## config.mk

```make
export PLATFORM = sky130hd
export DESIGN_NAME = bdd_order_size_power_eval_flat
export DESIGN_NICKNAME = d
export VERILOG_FILES = /design/src/hw/rtl/bops_pkg.sv /design/src/hw/rtl/bops_if.sv /design/src/hw/rtl/bops_ram.sv /design/src/hw/rtl/bdd_order_size_power_eval.sv /design/src/flat_wrapper.sv
export SDC_FILE = /design/constraint.sdc
export NUM_CORES = 2
export LEC_CHECK = 0
export BUFFER_PORTS_ARGS = -buffer_cell sky130_fd_sc_hd__buf_4
export CORE_AREA = 2 2 308 310
export CTS_CLUSTER_SIZE = 10
export DETAILED_ROUTE_END_ITERATION = 6
export DIE_AREA = 0 0 310 312
export PLACE_DENSITY_LB_ADDON = 0.1
export REMOVE_ABC_BUFFERS = 1
export SETUP_SLACK_MARGIN = 0.2
export SLEW_MARGIN = 40
export SYNTH_ARGS = -nofsm -noshare
export SYNTH_HDL_FRONTEND = slang
export SYNTH_HIERARCHICAL = 1
export SYNTH_SLANG_ARGS = --single-unit
```

## constraint.sdc

```tcl
create_clock -name clk -period 10.1 [get_ports clk]
set_input_delay 1.01 -clock clk [delete_from_list [all_inputs] [get_ports clk]]
set_output_delay 1.01 -clock clk [all_outputs]
set_load 0.02 [all_outputs]
```

## src/hw/rtl/bops_pkg.sv

```systemverilog
// ----------------------------------------------------------------------------
// bops_pkg
// shared widths, record reset values and the path weight table
// ----------------------------------------------------------------------------
`timescale 1ns / 1ps

package bops_pkg;

  localparam int TT_W    = 64;
  localparam int ORD_W   = 3;
  localparam int CNT_W   = 6;
  localparam int REC_W   = 7;
  localparam int POWER_W = 24;
  localparam int WGT_W   = 18;

  localparam logic [REC_W-1:0]   REC_COUNT_RESET = REC_W'(64);
  localparam logic [POWER_W-1:0] POWER_ALL_ONES  = {POWER_W{1'b1}};

  // 10 * 1.25^k with 12 fraction bits, k = path length in nodes
  function automatic logic [WGT_W-1:0] path_weight(input logic [2:0] k);
    logic [WGT_W-1:0] w;
    case (k)
      3'd0:    w = WGT_W'(40960);
      3'd1:    w = WGT_W'(51200);
      3'd2:    w = WGT_W'(64000);
      3'd3:    w = WGT_W'(80000);
      3'd4:    w = WGT_W'(100000);
      3'd5:    w = WGT_W'(125000);
      default: w = WGT_W'(156250);
    endcase
    return w;
  endfunction

endpackage

```

## src/hw/rtl/bops_if.sv

```systemverilog
// ----------------------------------------------------------------------------
// bops_in_if / bops_out_if
// valid/ready channels for items and results
// ----------------------------------------------------------------------------
`timescale 1ns / 1ps

interface bops_in_if
  import bops_pkg::*;
();
  logic             valid;
  logic             ready;
  logic [TT_W-1:0]  truth_table;
  logic [ORD_W-1:0] order_level0;
  logic [ORD_W-1:0] order_level1;
  logic [ORD_W-1:0] order_level2;
  logic [ORD_W-1:0] order_level3;
  logic [ORD_W-1:0] order_level4;
  logic [ORD_W-1:0] order_level5;
  logic             restart;

  modport source (
    output valid, truth_table, order_level0, order_level1, order_level2,
           order_level3, order_level4, order_level5, restart,
    input  ready
  );
  modport sink (
    input  valid, truth_table, order_level0, order_level1, order_level2,
           order_level3, order_level4, order_level5, restart,
    output ready
  );
endinterface

interface bops_out_if
  import bops_pkg::*;
();
  logic               valid;
  logic               ready;
  logic [CNT_W-1:0]   node_count;
  logic [POWER_W-1:0] path_power;
  logic [REC_W-1:0]   fewest_nodes;
  logic [POWER_W-1:0] fewest_nodes_power;
  logic [POWER_W-1:0] least_power;
  logic [REC_W-1:0]   least_power_nodes;

  modport source (
    output valid, node_count, path_power, fewest_nodes, fewest_nodes_power,
           least_power, least_power_nodes,
    input  ready
  );
  modport sink (
    input  valid, node_count, path_power, fewest_nodes, fewest_nodes_power,
           least_power, least_power_nodes,
    output ready
  );
endinterface

```

## src/hw/rtl/bops_ram.sv

```systemverilog
// ----------------------------------------------------------------------------
// bops_ram
// generic single write port ram with registered read
// ----------------------------------------------------------------------------
`timescale 1ns / 1ps

module bops_ram #(
  parameter int WIDTH = 8,
  parameter int DEPTH = 64
) (
  input  logic                     clk,
  input  logic                     we,
  input  logic [$clog2(DEPTH)-1:0] waddr,
  input  logic [WIDTH-1:0]         wdata,
  input  logic [$clog2(DEPTH)-1:0] raddr,
  output logic [WIDTH-1:0]         rdata
);
  logic [WIDTH-1:0] mem [DEPTH];

  always_ff @(posedge clk) begin
    if (we) begin
      mem[waddr] <= wdata;
    end
    rdata <= mem[raddr];
  end
endmodule

```

## src/hw/rtl/bdd_order_size_power_eval.sv

```systemverilog
// ----------------------------------------------------------------------------
// bdd_order_size_power_eval
// size and path power of a reduced ordered decision diagram, with best records
// ----------------------------------------------------------------------------
// in_ch carries one beat per function: truth table, per-level order, restart.
// out_ch returns one beat per item: node count, path power and the two best
// records (fewest nodes, least power) after this item.
// in_ch.ready is high only while the sequencer is idle; one item at a time.
// steps per item, n = NUM_VARS:
//   build  writes every node of the full tree, one tree node written per cycle
//   reduce merges redundant and duplicate nodes level by level, using the
//          single compare unit reading one earlier node per cycle
//   walk   visits the nodes depth first through the child ram
//   finish loads the result and both records into the output register
// a finished result sits in the output register; the next item is taken
// while it waits, and the sequencer stalls at finish only if the old result
// is still not taken then.
// reset (rst_n low, synchronous) empties the output, idles the sequencer and
// sets both records to 64 nodes / all-ones power.
// ----------------------------------------------------------------------------
`timescale 1ns / 1ps

module bdd_order_size_power_eval
  import bops_pkg::*;
#(
  parameter int NUM_VARS = 6
) (
  input  logic       clk,
  input  logic       rst_n,
  bops_in_if.sink    in_ch,
  bops_out_if.source out_ch
);

  localparam int NODE_W    = NUM_VARS;
  localparam int CW        = NUM_VARS + 1;
  localparam int NUM_NODES = 1 << NUM_VARS;
  localparam int LEAF_BASE = 1 << (NUM_VARS - 1);
  localparam int LVL_W     = $clog2(NUM_VARS);
  localparam int DEP_W     = $clog2(NUM_VARS + 1);
  localparam int STK_D     = NUM_VARS;
  localparam int SP_W      = $clog2(STK_D + 1);
  localparam int SI_W      = $clog2(STK_D);

  // child codes: node index, or a terminal just above the node range
  localparam logic [CW-1:0] T_FALSE = CW'(NUM_NODES);
  localparam logic [CW-1:0] T_TRUE  = CW'(NUM_NODES + 1);

  typedef enum logic [2:0] {
    S_IDLE, S_BUILD, S_RV, S_VD, S_CMP, S_WRD, S_WDAT, S_FIN
  } state_t;

  typedef struct packed {
    logic [NODE_W-1:0] node;
    logic [DEP_W-1:0]  depth;
  } stk_t;

  state_t state_r;

  // latched item
  logic [NUM_NODES-1:0] tt_r;
  logic [ORD_W-1:0]     ord_r [NUM_VARS];
  logic                 restart_r;
  logic [ORD_W-1:0]     in_ord [6];

  // reduction sequencer
  logic [NODE_W-1:0] v_r;
  logic [NODE_W-1:0] u_r;
  logic [LVL_W-1:0]  lvl_r;
  logic [CW-1:0]     l_r;
  logic [CW-1:0]     r_r;

  // walk
  logic [NODE_W-1:0]    cur_r;
  logic [DEP_W-1:0]     dep_r;
  stk_t                 stk_r [STK_D];
  logic [SP_W-1:0]      sp_r;
  logic [NODE_W-1:0]    cnt_r;
  logic [POWER_W-1:0]   pw_r;

  // records
  logic [REC_W-1:0]   bn_cnt_r;
  logic [POWER_W-1:0] bn_pw_r;
  logic [POWER_W-1:0] bp_pw_r;
  logic [REC_W-1:0]   bp_cnt_r;

  // ram ports
  logic              we_l, we_r, we_v;
  logic [NODE_W-1:0] waddr;
  logic [CW-1:0]     wdata_l, wdata_r;
  logic [0:0]        wdata_v;
  logic [NODE_W-1:0] raddr;
  logic [CW-1:0]     rd_l, rd_r;
  logic [0:0]        rd_v;

  bops_ram #(.WIDTH(CW), .DEPTH(NUM_NODES)) u_ram_l (
    .clk(clk), .we(we_l), .waddr(waddr), .wdata(wdata_l),
    .raddr(raddr), .rdata(rd_l)
  );
  bops_ram #(.WIDTH(CW), .DEPTH(NUM_NODES)) u_ram_r (
    .clk(clk), .we(we_r), .waddr(waddr), .wdata(wdata_r),
    .raddr(raddr), .rdata(rd_r)
  );
  // visit marks: cleared while the tree is built, set on the first visit
  bops_ram #(.WIDTH(1), .DEPTH(NUM_NODES)) u_ram_v (
    .clk(clk), .we(we_v), .waddr(waddr), .wdata(wdata_v),
    .raddr(raddr), .rdata(rd_v)
  );

  assign in_ord[0] = in_ch.order_level0;
  assign in_ord[1] = in_ch.order_level1;
  assign in_ord[2] = in_ch.order_level2;
  assign in_ord[3] = in_ch.order_level3;
  assign in_ord[4] = in_ch.order_level4;
  assign in_ord[5] = in_ch.order_level5;

  assign in_ch.ready = (state_r == S_IDLE);
  wire in_beat = in_ch.valid && in_ch.ready;

  // level bounds
  logic [NODE_W-1:0] base, last;
  assign base = NODE_W'(1) << lvl_r;
  assign last = base + (base - NODE_W'(1));

  // leaf construction: truth-table index from the path bits of the leaf
  logic [NODE_W-1:0] sel [NUM_VARS];
  logic [NODE_W-1:0] idx, ridx;
  logic [NODE_W-2:0] leaf_m;
  always_comb begin
    for (int i = 0; i < NUM_VARS; i++) begin
      sel[i] = (ord_r[i] < ORD_W'(NUM_VARS)) ? (NODE_W'(1) << ord_r[i]) : '0;
    end
    leaf_m = v_r[NODE_W-2:0];
    idx = '0;
    for (int i = 0; i < NUM_VARS - 1; i++) begin
      if (leaf_m[NUM_VARS-2-i]) idx = idx | sel[i];
    end
    ridx = idx | sel[NUM_VARS-1];
  end

  // compare unit
  wire l_eq_r   = (rd_l == rd_r);
  wire cmp_hit  = (rd_l == l_r) && (rd_r == r_r);
  wire v_is_top = (v_r == NODE_W'(1));

  // walk datapath
  logic             l_walk, r_walk, l_true, r_true;
  logic [WGT_W-1:0] wgt;
  logic [WGT_W:0]   pw_add;
  logic [POWER_W:0] pw_sum;
  logic [POWER_W-1:0] pw_sat;
  wire  deep_ok = (dep_r < DEP_W'(NUM_VARS));
  always_comb begin
    l_true = (rd_l == T_TRUE);
    r_true = (rd_r == T_TRUE);
    l_walk = !rd_l[CW-1] && (rd_l[NODE_W-1:0] != '0) && deep_ok;
    r_walk = !rd_r[CW-1] && (rd_r[NODE_W-1:0] != '0) && deep_ok;
    wgt    = path_weight(3'(dep_r));
    case ({l_true, r_true})
      2'b11:   pw_add = {wgt, 1'b0};
      2'b10,
      2'b01:   pw_add = {1'b0, wgt};
      default: pw_add = '0;
    endcase
    pw_sum = {1'b0, pw_r} + (POWER_W+1)'(pw_add);
    pw_sat = pw_sum[POWER_W] ? POWER_ALL_ONES : pw_sum[POWER_W-1:0];
  end

  wire [SI_W-1:0] push_idx = SI_W'(sp_r);
  wire [SI_W-1:0] top_idx  = SI_W'(sp_r - SP_W'(1));

  // ram port control
  always_comb begin
    we_l    = 1'b0;
    we_r    = 1'b0;
    we_v    = 1'b0;
    waddr   = v_r;
    wdata_l = '0;
    wdata_r = '0;
    wdata_v = 1'b0;
    raddr   = v_r;
    case (state_r)
      S_BUILD: begin
        we_l = 1'b1;
        we_r = 1'b1;
        we_v = 1'b1;
        if (v_r < NODE_W'(LEAF_BASE)) begin
          wdata_l = CW'({v_r, 1'b0});
          wdata_r = CW'({v_r, 1'b1});
        end else begin
          wdata_l = tt_r[idx]  ? T_TRUE : T_FALSE;
          wdata_r = tt_r[ridx] ? T_TRUE : T_FALSE;
        end
      end
      S_VD: begin
        // redundant node: parent bypasses it
        waddr   = v_r >> 1;
        wdata_l = rd_l;
        wdata_r = rd_l;
        if (l_eq_r && !v_is_top) begin
          we_l = !v_r[0];
          we_r = v_r[0];
        end
        raddr = base;
      end
      S_CMP: begin
        // duplicate node: parent points at the earlier twin
        waddr   = v_r >> 1;
        wdata_l = CW'(u_r);
        wdata_r = CW'(u_r);
        if (cmp_hit && !v_is_top) begin
          we_l = !v_r[0];
          we_r = v_r[0];
        end
        raddr = u_r + NODE_W'(1);
      end
      S_WRD:   raddr = cur_r;
      S_WDAT: begin
        // mark the node on its first visit
        waddr   = cur_r;
        wdata_v = 1'b1;
        we_v    = !rd_v[0];
      end
      default: raddr = v_r;
    endcase
  end

  // records after this item
  logic [REC_W-1:0]   bn_c0, bp_c0, wn, bn_c1, bp_c1;
  logic [POWER_W-1:0] bn_p0, bp_p0, bn_p1, bp_p1;
  always_comb begin
    bn_c0 = restart_r ? REC_COUNT_RESET : bn_cnt_r;
    bn_p0 = restart_r ? POWER_ALL_ONES  : bn_pw_r;
    bp_p0 = restart_r ? POWER_ALL_ONES  : bp_pw_r;
    bp_c0 = restart_r ? REC_COUNT_RESET : bp_cnt_r;
    wn    = REC_W'(cnt_r);
    bn_c1 = bn_c0;
    bn_p1 = bn_p0;
    bp_p1 = bp_p0;
    bp_c1 = bp_c0;
    if (wn < bn_c0 || (wn == bn_c0 && pw_r < bn_p0)) begin
      bn_c1 = wn;
      bn_p1 = pw_r;
    end
    if (pw_r < bp_p0 || (pw_r == bp_p0 && wn < bp_c0)) begin
      bp_p1 = pw_r;
      bp_c1 = wn;
    end
  end

  always_ff @(posedge clk) begin
    if (!rst_n) begin
      state_r      <= S_IDLE;
      out_ch.valid <= 1'b0;
      bn_cnt_r     <= REC_COUNT_RESET;
      bn_pw_r      <= POWER_ALL_ONES;
      bp_pw_r      <= POWER_ALL_ONES;
      bp_cnt_r     <= REC_COUNT_RESET;
      sp_r         <= '0;
    end else begin
      // finish reloads the output register itself
      if (out_ch.valid && out_ch.ready && state_r != S_FIN) begin
        out_ch.valid <= 1'b0;
      end
      case (state_r)
        S_IDLE: begin
          if (in_beat) begin
            tt_r      <= in_ch.truth_table[NUM_NODES-1:0];
            restart_r <= in_ch.restart;
            for (int i = 0; i < NUM_VARS; i++) begin
              ord_r[i] <= in_ord[i];
            end
            v_r     <= NODE_W'(1);
            state_r <= S_BUILD;
          end
        end
        S_BUILD: begin
          if (v_r == NODE_W'(NUM_NODES - 1)) begin
            lvl_r   <= LVL_W'(NUM_VARS - 1);
            v_r     <= NODE_W'(LEAF_BASE);
            state_r <= S_RV;
          end else begin
            v_r <= v_r + NODE_W'(1);
          end
        end
        S_RV: begin
          state_r <= S_VD;
        end
        S_VD, S_CMP: begin
          logic done_v;
          done_v = 1'b0;
          if (state_r == S_VD) begin
            l_r <= rd_l;
            r_r <= rd_r;
            if (l_eq_r || v_r == base) begin
              done_v = 1'b1;
            end else begin
              u_r     <= base;
              state_r <= S_CMP;
            end
          end else if (cmp_hit || (u_r + NODE_W'(1)) == v_r) begin
            done_v = 1'b1;
          end else begin
            u_r <= u_r + NODE_W'(1);
          end
          if (done_v) begin
            if (v_r != last) begin
              v_r     <= v_r + NODE_W'(1);
              state_r <= S_RV;
            end else if (lvl_r != '0) begin
              lvl_r   <= lvl_r - LVL_W'(1);
              v_r     <= base >> 1;
              state_r <= S_RV;
            end else begin
              // start the walk at the root, depth one
              cur_r   <= NODE_W'(1);
              dep_r   <= DEP_W'(1);
              sp_r    <= '0;
              cnt_r   <= '0;
              pw_r    <= '0;
              state_r <= S_WRD;
            end
          end
        end
        S_WRD: begin
          state_r <= S_WDAT;
        end
        S_WDAT: begin
          if (!rd_v[0]) begin
            cnt_r <= cnt_r + NODE_W'(1);
          end
          pw_r    <= pw_sat;
          state_r <= S_WRD;
          if (l_walk) begin
            cur_r <= rd_l[NODE_W-1:0];
            dep_r <= dep_r + DEP_W'(1);
            if (r_walk) begin
              stk_r[push_idx] <= '{node: rd_r[NODE_W-1:0], depth: dep_r + DEP_W'(1)};
              sp_r            <= sp_r + SP_W'(1);
            end
          end else if (r_walk) begin
            cur_r <= rd_r[NODE_W-1:0];
            dep_r <= dep_r + DEP_W'(1);
          end else if (sp_r != '0) begin
            cur_r <= stk_r[top_idx].node;
            dep_r <= stk_r[top_idx].depth;
            sp_r  <= sp_r - SP_W'(1);
          end else begin
            state_r <= S_FIN;
          end
        end
        S_FIN: begin
          if (!out_ch.valid || out_ch.ready) begin
            out_ch.valid              <= 1'b1;
            out_ch.node_count         <= CNT_W'(cnt_r);
            out_ch.path_power         <= pw_r;
            out_ch.fewest_nodes       <= bn_c1;
            out_ch.fewest_nodes_power <= bn_p1;
            out_ch.least_power        <= bp_p1;
            out_ch.least_power_nodes  <= bp_c1;
            bn_cnt_r                  <= bn_c1;
            bn_pw_r                   <= bn_p1;
            bp_pw_r                   <= bp_p1;
            bp_cnt_r                  <= bp_c1;
            state_r                   <= S_IDLE;
          end
        end
        default: state_r <= S_IDLE;
      endcase
    end
  end

endmodule
```

## src/flat_wrapper.sv

```systemverilog
// flat-port wrapper written by rule: the top's interface ports become plain ports
module bdd_order_size_power_eval_flat import bops_pkg::*;
#(
  parameter int NUM_VARS = 6
)
  (clk, rst_n, in_ch_valid, in_ch_truth_table, in_ch_order_level0, in_ch_order_level1, in_ch_order_level2, in_ch_order_level3, in_ch_order_level4, in_ch_order_level5, in_ch_restart, in_ch_ready, out_ch_valid, out_ch_node_count, out_ch_path_power, out_ch_fewest_nodes, out_ch_fewest_nodes_power, out_ch_least_power, out_ch_least_power_nodes, out_ch_ready);
  bops_in_if in_ch_i ();
  bops_out_if out_ch_i ();
  input  logic clk;
  input  logic rst_n;
  input wire logic [$bits(in_ch_i.valid)-1:0] in_ch_valid;
  input wire logic [$bits(in_ch_i.truth_table)-1:0] in_ch_truth_table;
  input wire logic [$bits(in_ch_i.order_level0)-1:0] in_ch_order_level0;
  input wire logic [$bits(in_ch_i.order_level1)-1:0] in_ch_order_level1;
  input wire logic [$bits(in_ch_i.order_level2)-1:0] in_ch_order_level2;
  input wire logic [$bits(in_ch_i.order_level3)-1:0] in_ch_order_level3;
  input wire logic [$bits(in_ch_i.order_level4)-1:0] in_ch_order_level4;
  input wire logic [$bits(in_ch_i.order_level5)-1:0] in_ch_order_level5;
  input wire logic [$bits(in_ch_i.restart)-1:0] in_ch_restart;
  output wire logic [$bits(in_ch_i.ready)-1:0] in_ch_ready;
  output wire logic [$bits(out_ch_i.valid)-1:0] out_ch_valid;
  output wire logic [$bits(out_ch_i.node_count)-1:0] out_ch_node_count;
  output wire logic [$bits(out_ch_i.path_power)-1:0] out_ch_path_power;
  output wire logic [$bits(out_ch_i.fewest_nodes)-1:0] out_ch_fewest_nodes;
  output wire logic [$bits(out_ch_i.fewest_nodes_power)-1:0] out_ch_fewest_nodes_power;
  output wire logic [$bits(out_ch_i.least_power)-1:0] out_ch_least_power;
  output wire logic [$bits(out_ch_i.least_power_nodes)-1:0] out_ch_least_power_nodes;
  input wire logic [$bits(out_ch_i.ready)-1:0] out_ch_ready;
  assign in_ch_i.valid = in_ch_valid;
  assign in_ch_i.truth_table = in_ch_truth_table;
  assign in_ch_i.order_level0 = in_ch_order_level0;
  assign in_ch_i.order_level1 = in_ch_order_level1;
  assign in_ch_i.order_level2 = in_ch_order_level2;
  assign in_ch_i.order_level3 = in_ch_order_level3;
  assign in_ch_i.order_level4 = in_ch_order_level4;
  assign in_ch_i.order_level5 = in_ch_order_level5;
  assign in_ch_i.restart = in_ch_restart;
  assign in_ch_ready = in_ch_i.ready;
  assign out_ch_valid = out_ch_i.valid;
  assign out_ch_node_count = out_ch_i.node_count;
  assign out_ch_path_power = out_ch_i.path_power;
  assign out_ch_fewest_nodes = out_ch_i.fewest_nodes;
  assign out_ch_fewest_nodes_power = out_ch_i.fewest_nodes_power;
  assign out_ch_least_power = out_ch_i.least_power;
  assign out_ch_least_power_nodes = out_ch_i.least_power_nodes;
  assign out_ch_i.ready = out_ch_ready;
  bdd_order_size_power_eval #(.NUM_VARS(NUM_VARS)) u_core (.clk(clk), .rst_n(rst_n), .in_ch(in_ch_i), .out_ch(out_ch_i));
endmodule
```

Yosys cells after proc, flatten, opt, wreduce, memory -nomap -nowiden

Memories as Yosys holds them, arrays and structs flattened. A register that Yosys moved wholly into a read port is not among the register bits.
Cells that the tools add are included.

Memories kept: 5
RAM bits: 1032
Input port bits: 87
Word-level logic and storage cells: 278
Register bits after elaboration: 294

Memories:

| memory             | words | bits a word | read ports | clocked after Yosys merged registers in | wr ports | RTL line                        | source |
|---|---|---|---|---|---|---|---|
| u_core.u_ram_l.mem | 64    | 7           | 1          | 1                                       | 1        | bops_ram.sv:18                  | `logic [WIDTH-1:0] mem [DEPTH];` |
| u_core.u_ram_r.mem | 64    | 7           | 1          | 1                                       | 1        | bops_ram.sv:18                  |  |
| u_core.u_ram_v.mem | 64    | 1           | 1          | 1                                       | 1        | bops_ram.sv:18                  |  |
| u_core.stk_r       | 6     | 9           | 1          | 0                                       | 1        | bdd_order_size_power_eval.sv:75 | `stk_t stk_r [STK_D];` |
| u_core.ord_r       | 6     | 3           | 6          | 0                                       | 6        | bdd_order_size_power_eval.sv:61 | `logic [ORD_W-1:0] ord_r [NUM_VARS];` |

Add/subtract/negate cells: 10
Bitwise gates (word level): 5
Shifts and indexed selects: 7
Mux-type cells: 122
Eq/ne operators: 45
Reductions and logical operators: 46
$lt $le $gt $ge: 14

Operators by type and width:

| operator            | count |
|---|---|
| $mux 24             | 8 |
| $mux 6              | 29 |
| $pmux 18 s6         | 1 |
| $mux 3              | 27 |
| $lt 24x24->1        | 2 |
| $pmux 24 s2         | 1 |
| $mux 7              | 6 |
| $pmux 7 s3          | 2 |
| $shl 1x3->6 const A | 7 |
| $pmux 19 s2         | 1 |
| $pmux 6 s2          | 3 |
| $pmux 6 s3          | 2 |
| $mux 1              | 32 |
| $or 6x6->6          | 5 |
| $add 24x19->25      | 1 |
| $eq 24x24->1        | 1 |
| $eq 7x7->1          | 3 |
| $lt 3x3->1 const B  | 7 |
| $pmux 3 s7          | 1 |
| $add 6x1->6 const B | 3 |
| $eq 3x3->1 const B  | 6 |
| $pmux 3 s2          | 3 |
| $reduce_and 6->1    | 3 |
| $reduce_and 5->1    | 3 |
| 39 further kinds    | 92 |

Logic depth before layout (Yosys ltp)

An unclocked memory read counts as a cell.

Word-level depth: 18
Depth in mapped cells: 19
Gate-level depth less buffers: 19

Modules after synthesis

The synthesis kept the hierarchy.

Modules (own cells, without submodules):

| module                    | instances | area each (µm²) | cells an instance |
|---|---|---|---|
| bdd_order_size_power_eval | 1         | 19401.1         | 1771 |
| bops_ram (u_core.u_ram_l) | 1         | 17673.2         | 837 |
| bops_ram (u_core.u_ram_r) | 1         | 17635.7         | 827 |
| bops_ram (u_core.u_ram_v) | 1         | 2914.0          | 204 |

Least setup slack after synthesis

OpenSTA, ideal clock, no wires.

Path type: reg-to-reg
Start point: register u_core.state_r[2]
End point: memory u_core/u_ram_l/mem[0][6] (netlist name), data pin
Setup time: 1198 ps
Path slack: 2925 ps
Period minus slack after synthesis: 7175 ps
Data arrival time: 5977 ps
Stages on the path, launching flop included: 6
Path buffers: 2
Cell sequence: dfxtp_1 > clkbuf_1 > nor2_1 > nand2_1 > clkbuf_1 > o21ai_0

Cells in the longest elaborated chain, start to end: 2
Elaborated cells between the ends (all ways): 4
Classes of those cells: 3 x eq/ne; 1 x mux

RTL lines:

| item                               | RTL line                         | source |
|---|---|---|
| from (decl)                        | bdd_order_size_power_eval.sv:57  | `state_t state_r;` |
| from (signal assigned)             | bdd_order_size_power_eval.sv:252 | `state_r <= S_IDLE;` |
| from (signal assigned)             | bdd_order_size_power_eval.sv:273 | `state_r <= S_BUILD;` |
| from (signal assigned)             | bdd_order_size_power_eval.sv:280 | `state_r <= S_RV;` |
| $eq 3x3->1 (tied with other cells) | bdd_order_size_power_eval.sv:181 | `case (state_r)` |
| $pmux 7 s3 (*)                     | bdd_order_size_power_eval.sv:181 |  |
| via u_core.wdata_l[6]              | bdd_order_size_power_eval.sv:89  | `logic [CW-1:0] wdata_l, wdata_r;` |
| to (decl)                          | bops_ram.sv:18                   |  |

The timed path passes the listed nets; every way through them passes the cells marked *.

Worst setup path in the final report

Start point: register u_core.u_ram_r.rdata[3], read port of u_core.u_ram_r.mem
End point: register u_core.pw_r[6], data pin

Cells in the longest elaborated chain, start to end: 7
Elaborated cells between the ends (all ways): 9
Classes of those cells: 1 x add/sub; 4 x eq/ne; 3 x mux; 1 x reduce/logical

RTL lines:

| item                                     | RTL line                         | source |
|---|---|---|
| from (decl)                              | bops_ram.sv:16                   | `output logic [WIDTH-1:0] rdata` |
| $eq 7x7->1 (*)                           | bdd_order_size_power_eval.sv:154 | `r_true = (rd_r == T_TRUE);` |
| $eq 2x2->1 or $eq 2x1->1 (tied branches) | bdd_order_size_power_eval.sv:158 | `case ({l_true, r_true})` |
| $reduce_or 2->1                          | bdd_order_size_power_eval.sv:158 |  |
| $pmux 19 s2 (*)                          | bdd_order_size_power_eval.sv:158 |  |
| $add 24x19->25 (*)                       | bdd_order_size_power_eval.sv:164 | `pw_sum = {1'b0, pw_r} + (POWER_W+1)'(pw_add);` |
| $mux 24 (*)                              | bdd_order_size_power_eval.sv:165 | `pw_sat = pw_sum[POWER_W] ? POWER_ALL_ONES : pw_sum[POWER_W-1:0];` |
| $pmux 24 s2 (*)                          | bdd_order_size_power_eval.sv:264 | `case (state_r)` |
| to (signal assigned)                     | bdd_order_size_power_eval.sv:331 | `pw_r <= pw_sat;` |
| to (decl)                                | bdd_order_size_power_eval.sv:78  | `logic [POWER_W-1:0] pw_r;` |

Every way passes the cells marked *; elsewhere a longest branch is shown, timed or not.
A chain may end at the register's enable or synchronous reset.

==> flow_summary.yaml <==
worst_setup_path:
  critPathArrivalTime_ps: 5810
  rr_startpoint: "u_core/u_ram_r/rdata[3]"
  critical_path_peak_fanout: 13
  rr_endpoint: "u_core/pw_r[6]"
  worst_r2r_path_depth: 17
  reg2reg_setup_slack_ps: 4760
  slowest_stage: "or4_1"
  critical_path.endpoint_type: "register"
  crit_required_ps: 10570
  cp_cell_sequence: "or4_1 > nor2_1 > and3_1 > inv_1 > ha_1 > nor2b_1 > a32oi_1 > o22ai_1 > ha_1 > a21o_1 > o21ai_0 > a31o_2 > a21o_1 > a31oi_1 > o211ai_1 > buf_4 > o21ai_0"
  slowest_delay_ps: 630
  cp-start-kind: "register"
  critical_path_class: "reg2reg"
layout:
  finalInstanceArea_mm2: 0.06495
  area_growth_pct: 12.72
  drive_gt1_share_pct: 19.12
  layoutNonFillerInstCount: 5186
  fin_nets: 4016
  n_fill_cell: 6070
sta:
  fin_crit_sh_pct: 52.90
  finalSetupViolCount: 0
  period_minus_slack_ps: 5343
  skew_ps: 23.85
  hold_viol_final: 0
  maxSlewHeadroom_pct: 39.98
  tightestPinTransition_ps: 897.0
  fmax_ghz: 0.1872
  setup_ws_ps: 4757
  hold_slack_ps: 441.3
  finalMaxSlewViolations: 0
  rsz0062_at_grt: "false"
synthesis:
  syn-cell-area_mm2: 0.05762
  avgSynthCellArea_um2: 15.84
  synth.most_common_cell: "edfxtp_1"
  yosys.area.top_type: "edfxtp_1"
  yosys-top-cells-area: "edfxtp_1 (66%), mux4_2 (9.5%), dfxtp_1 (2.9%)"
  ys_seq_elements: 1341
  synth.top_cell.area_share_pct: 65.50
  synth_edf_count: 1257
  seq_area_frac_synth_pct: 68.42
  yosys_warnings: 6
  synthArstFlopShare_pct: 0
  synthDistinctLibCells: 94
  synth.top_cells.by_count: "edfxtp_1 (1257), nor2_1 (386), mux4_2 (243), nand2_1 (159), mux2i_1 (126)"
  ys.flop_type: "edfxtp_1"
  syn_inst: 3639
cts:
  cts_resized: 0
  post_cts_buffers: 0
  clk_pin_slew_worst_paths_ps: 60
  clock_path_buffers: 3
  cts-root-buf: "clkbuf_16"
  cts_tree: "done"
  cts_sinks: 1341
  numCtsBuffers: 154
  cts_hold_buf: 0
  ctsHtreeMaxLevel: 4
  clk_latency_ps: 750
routing:
  drcViolationCount: 2
  drt_iter0_drc: 4474
  ant_nets: 0
  vias: 34170
  wl_um: 137200
  wl_per_cell_um: 26.47
  drt_pass1_iterations: 7
  routed_via_density: 6.589
power:
  power.total_mw: 16.76
  p_per_area_mw_per_mm2: 258.1
  p_leak_nw: 21.60
  max-vdd-ir-drop_uv: 271.1
placement:
  portBuffers: 180
  placed_cells: 4929
  placed_area_mm2: 0.06033
  dp_hpwl_um: 85720
  gp_congestion: 0.9148
  dp_worst_setup_slack_ps: 4949
global_route:
  grt.met3_usage_pct: 5.499
  grt_busiest_layer: "met2"
  grt.overflow.total: 0
  grt_use_total_pct: 28.70
  grt_pass1_wl_um: 209000
  grt.met2_usage_pct: 45.80
  grt_pass1_vias: 34250
  antenna_found_initial: 5
  grt_max_degree: 121
  use_met1_pct: 39.91
worst_hold_path:
  holdPathStages: 1
  hold_path.class: "in2reg"
  hold_end: "u_core/ord_r[4][1]"
  hp-start: "in_ch_order_level4[1]"
die:
  dieArea_mm2: 0.09672
  core_mm2: 0.09305
  num_rows: 112
  die_w_um: 310
  initial_core_util_pct: 61.93
  chipHeight_um: 312
  num_io_pins: 181
run:
  drv_cap: 0
outcome:
  status: "complete, but fails checks"
  violations: "design-rule violations"
==> kinds of logic after synthesis <==
| logic type | count (synthesis) | share of synthesized area, % |
|---|---|---|
| AND/OR/NAND/NOR | 933 | 7.780 |
| buffers and inverters | 286 | 2.234 |
| flip-flops | 1341 | 68.42 |
| adder cells (fa/ha/maj) | 97 | 2.119 |
| multiplexers | 383 | 12.14 |
| other | 1 | 0.006508 |
| AO/OA/AOI/OAI | 531 | 6.277 |
| XOR/XNOR | 67 | 1.018 |
==> worst max-delay path, delay by kind of cell (launching register included) <==
family / cells / cell delay, ps
compound gates: 9 / 2030
fa+ha+maj: 2 / 550
buf+inv: 2 / 370
flops: 1 / 520
simple gates: 4 / 1550
==> final cells by class <==
type	instances	area (um^2)	area share, %
Sequential cell	1341	39430	60.70
Multi-Input combinational cell	2012	17230	26.52
Clock buffer	240	4313	6.640
Timing Repair Buffer	236	1873	2.884
Tap cell	1254	1569	2.416
Inverter	87	334.1	0.5143
Clock inverter	12	201.4	0.3101
Antenna cell	4	10.01	0.01541
==> through the flow <==
stage                     util (%)  TNS [ps]
after CTS                    69.69         0
after global routing         69.81         0
after floorplan                  -   -299310
final                        69.81         0
after detailed placement     64.84         0
after global placement       64.72         0
==> cells in the final DEF (no fill, tap or decap), types with 34 or more instances in the layout <==
master	n
nand3b_1	43
a22oi_1	34
mux2i_1	126
xnor2_1	48
nor2_1	364
edfxtp_1	1257
mux4_2	243
o21ai_0	95
clkbuf_1	78
inv_1	79
dfxtp_1	84
o22ai_1	45
ha_1	96
nand3_1	69
clkbuf_16	159
buf_4	221
nand2_1	157
nor3_1	66
a21oi_1	92
==> sequential cells by signal, summed over array words and instances (netlist names), 7 cells and up <==
signal / cells
u_core/bp_pw_r: 24
u_core/pw_r: 24
u_core/out_ch.least_power_nodes: 7
u_core/out_ch.fewest_nodes_power: 24
u_core/out_ch.path_power: 24
u_core/ord_r: 18
u_core/l_r: 7
u_core/u_ram_l/rdata: 7
u_core/r_r: 7
u_core/u_ram_r/mem: 448
u_core/tt_r: 64
u_core/u_ram_l/mem: 448
u_core/bp_cnt_r: 7
u_core/u_ram_v/mem: 64
u_core/out_ch.least_power: 24
u_core/bn_pw_r: 24
u_core/out_ch.fewest_nodes: 7
u_core/bn_cnt_r: 7
u_core/stk_r: 54
u_core/u_ram_r/rdata: 7
==> where the power goes <==
part | switching (mW) | internal (mW)
clock | 2.10 | 2.93
sequential | 0.240 | 6.75
combinational | 2.96 | 1.78
total | 5.31 | 11.5
==> routing by layer <==
| layer | vias to the layer above | share of wire, % |
|---|---|---|
| li1 | 14740 | - |
| met1 | 17340 | 39 |
| met2 | 1795 | 49 |
| met3 | 295 | 8.6 |
| met4 | 0 | 3.2 |
| met5 | - | 0 |
==> how the worst max path moves through the flow <==
stage	end	depth (start not counted)	from	slack, ps
after floorplan	u_core/u_ram_v/rdata	8	u_core/state_r[2]	-21360
after global placement	u_core/u_ram_r/rdata[1]	13	u_core/lvl_r[0]	4930
final	u_core/pw_r[6]	17	u_core/u_ram_r/rdata[3]	4760
after detailed placement	u_core/pw_r[8]	17	u_core/u_ram_r/rdata[2]	4950
after global routing	u_core/pw_r[11]	17	u_core/u_ram_r/rdata[3]	4470
after CTS	u_core/pw_r[11]	17	u_core/u_ram_r/rdata[2]	4910
Power figures use the tool's default switching activity.
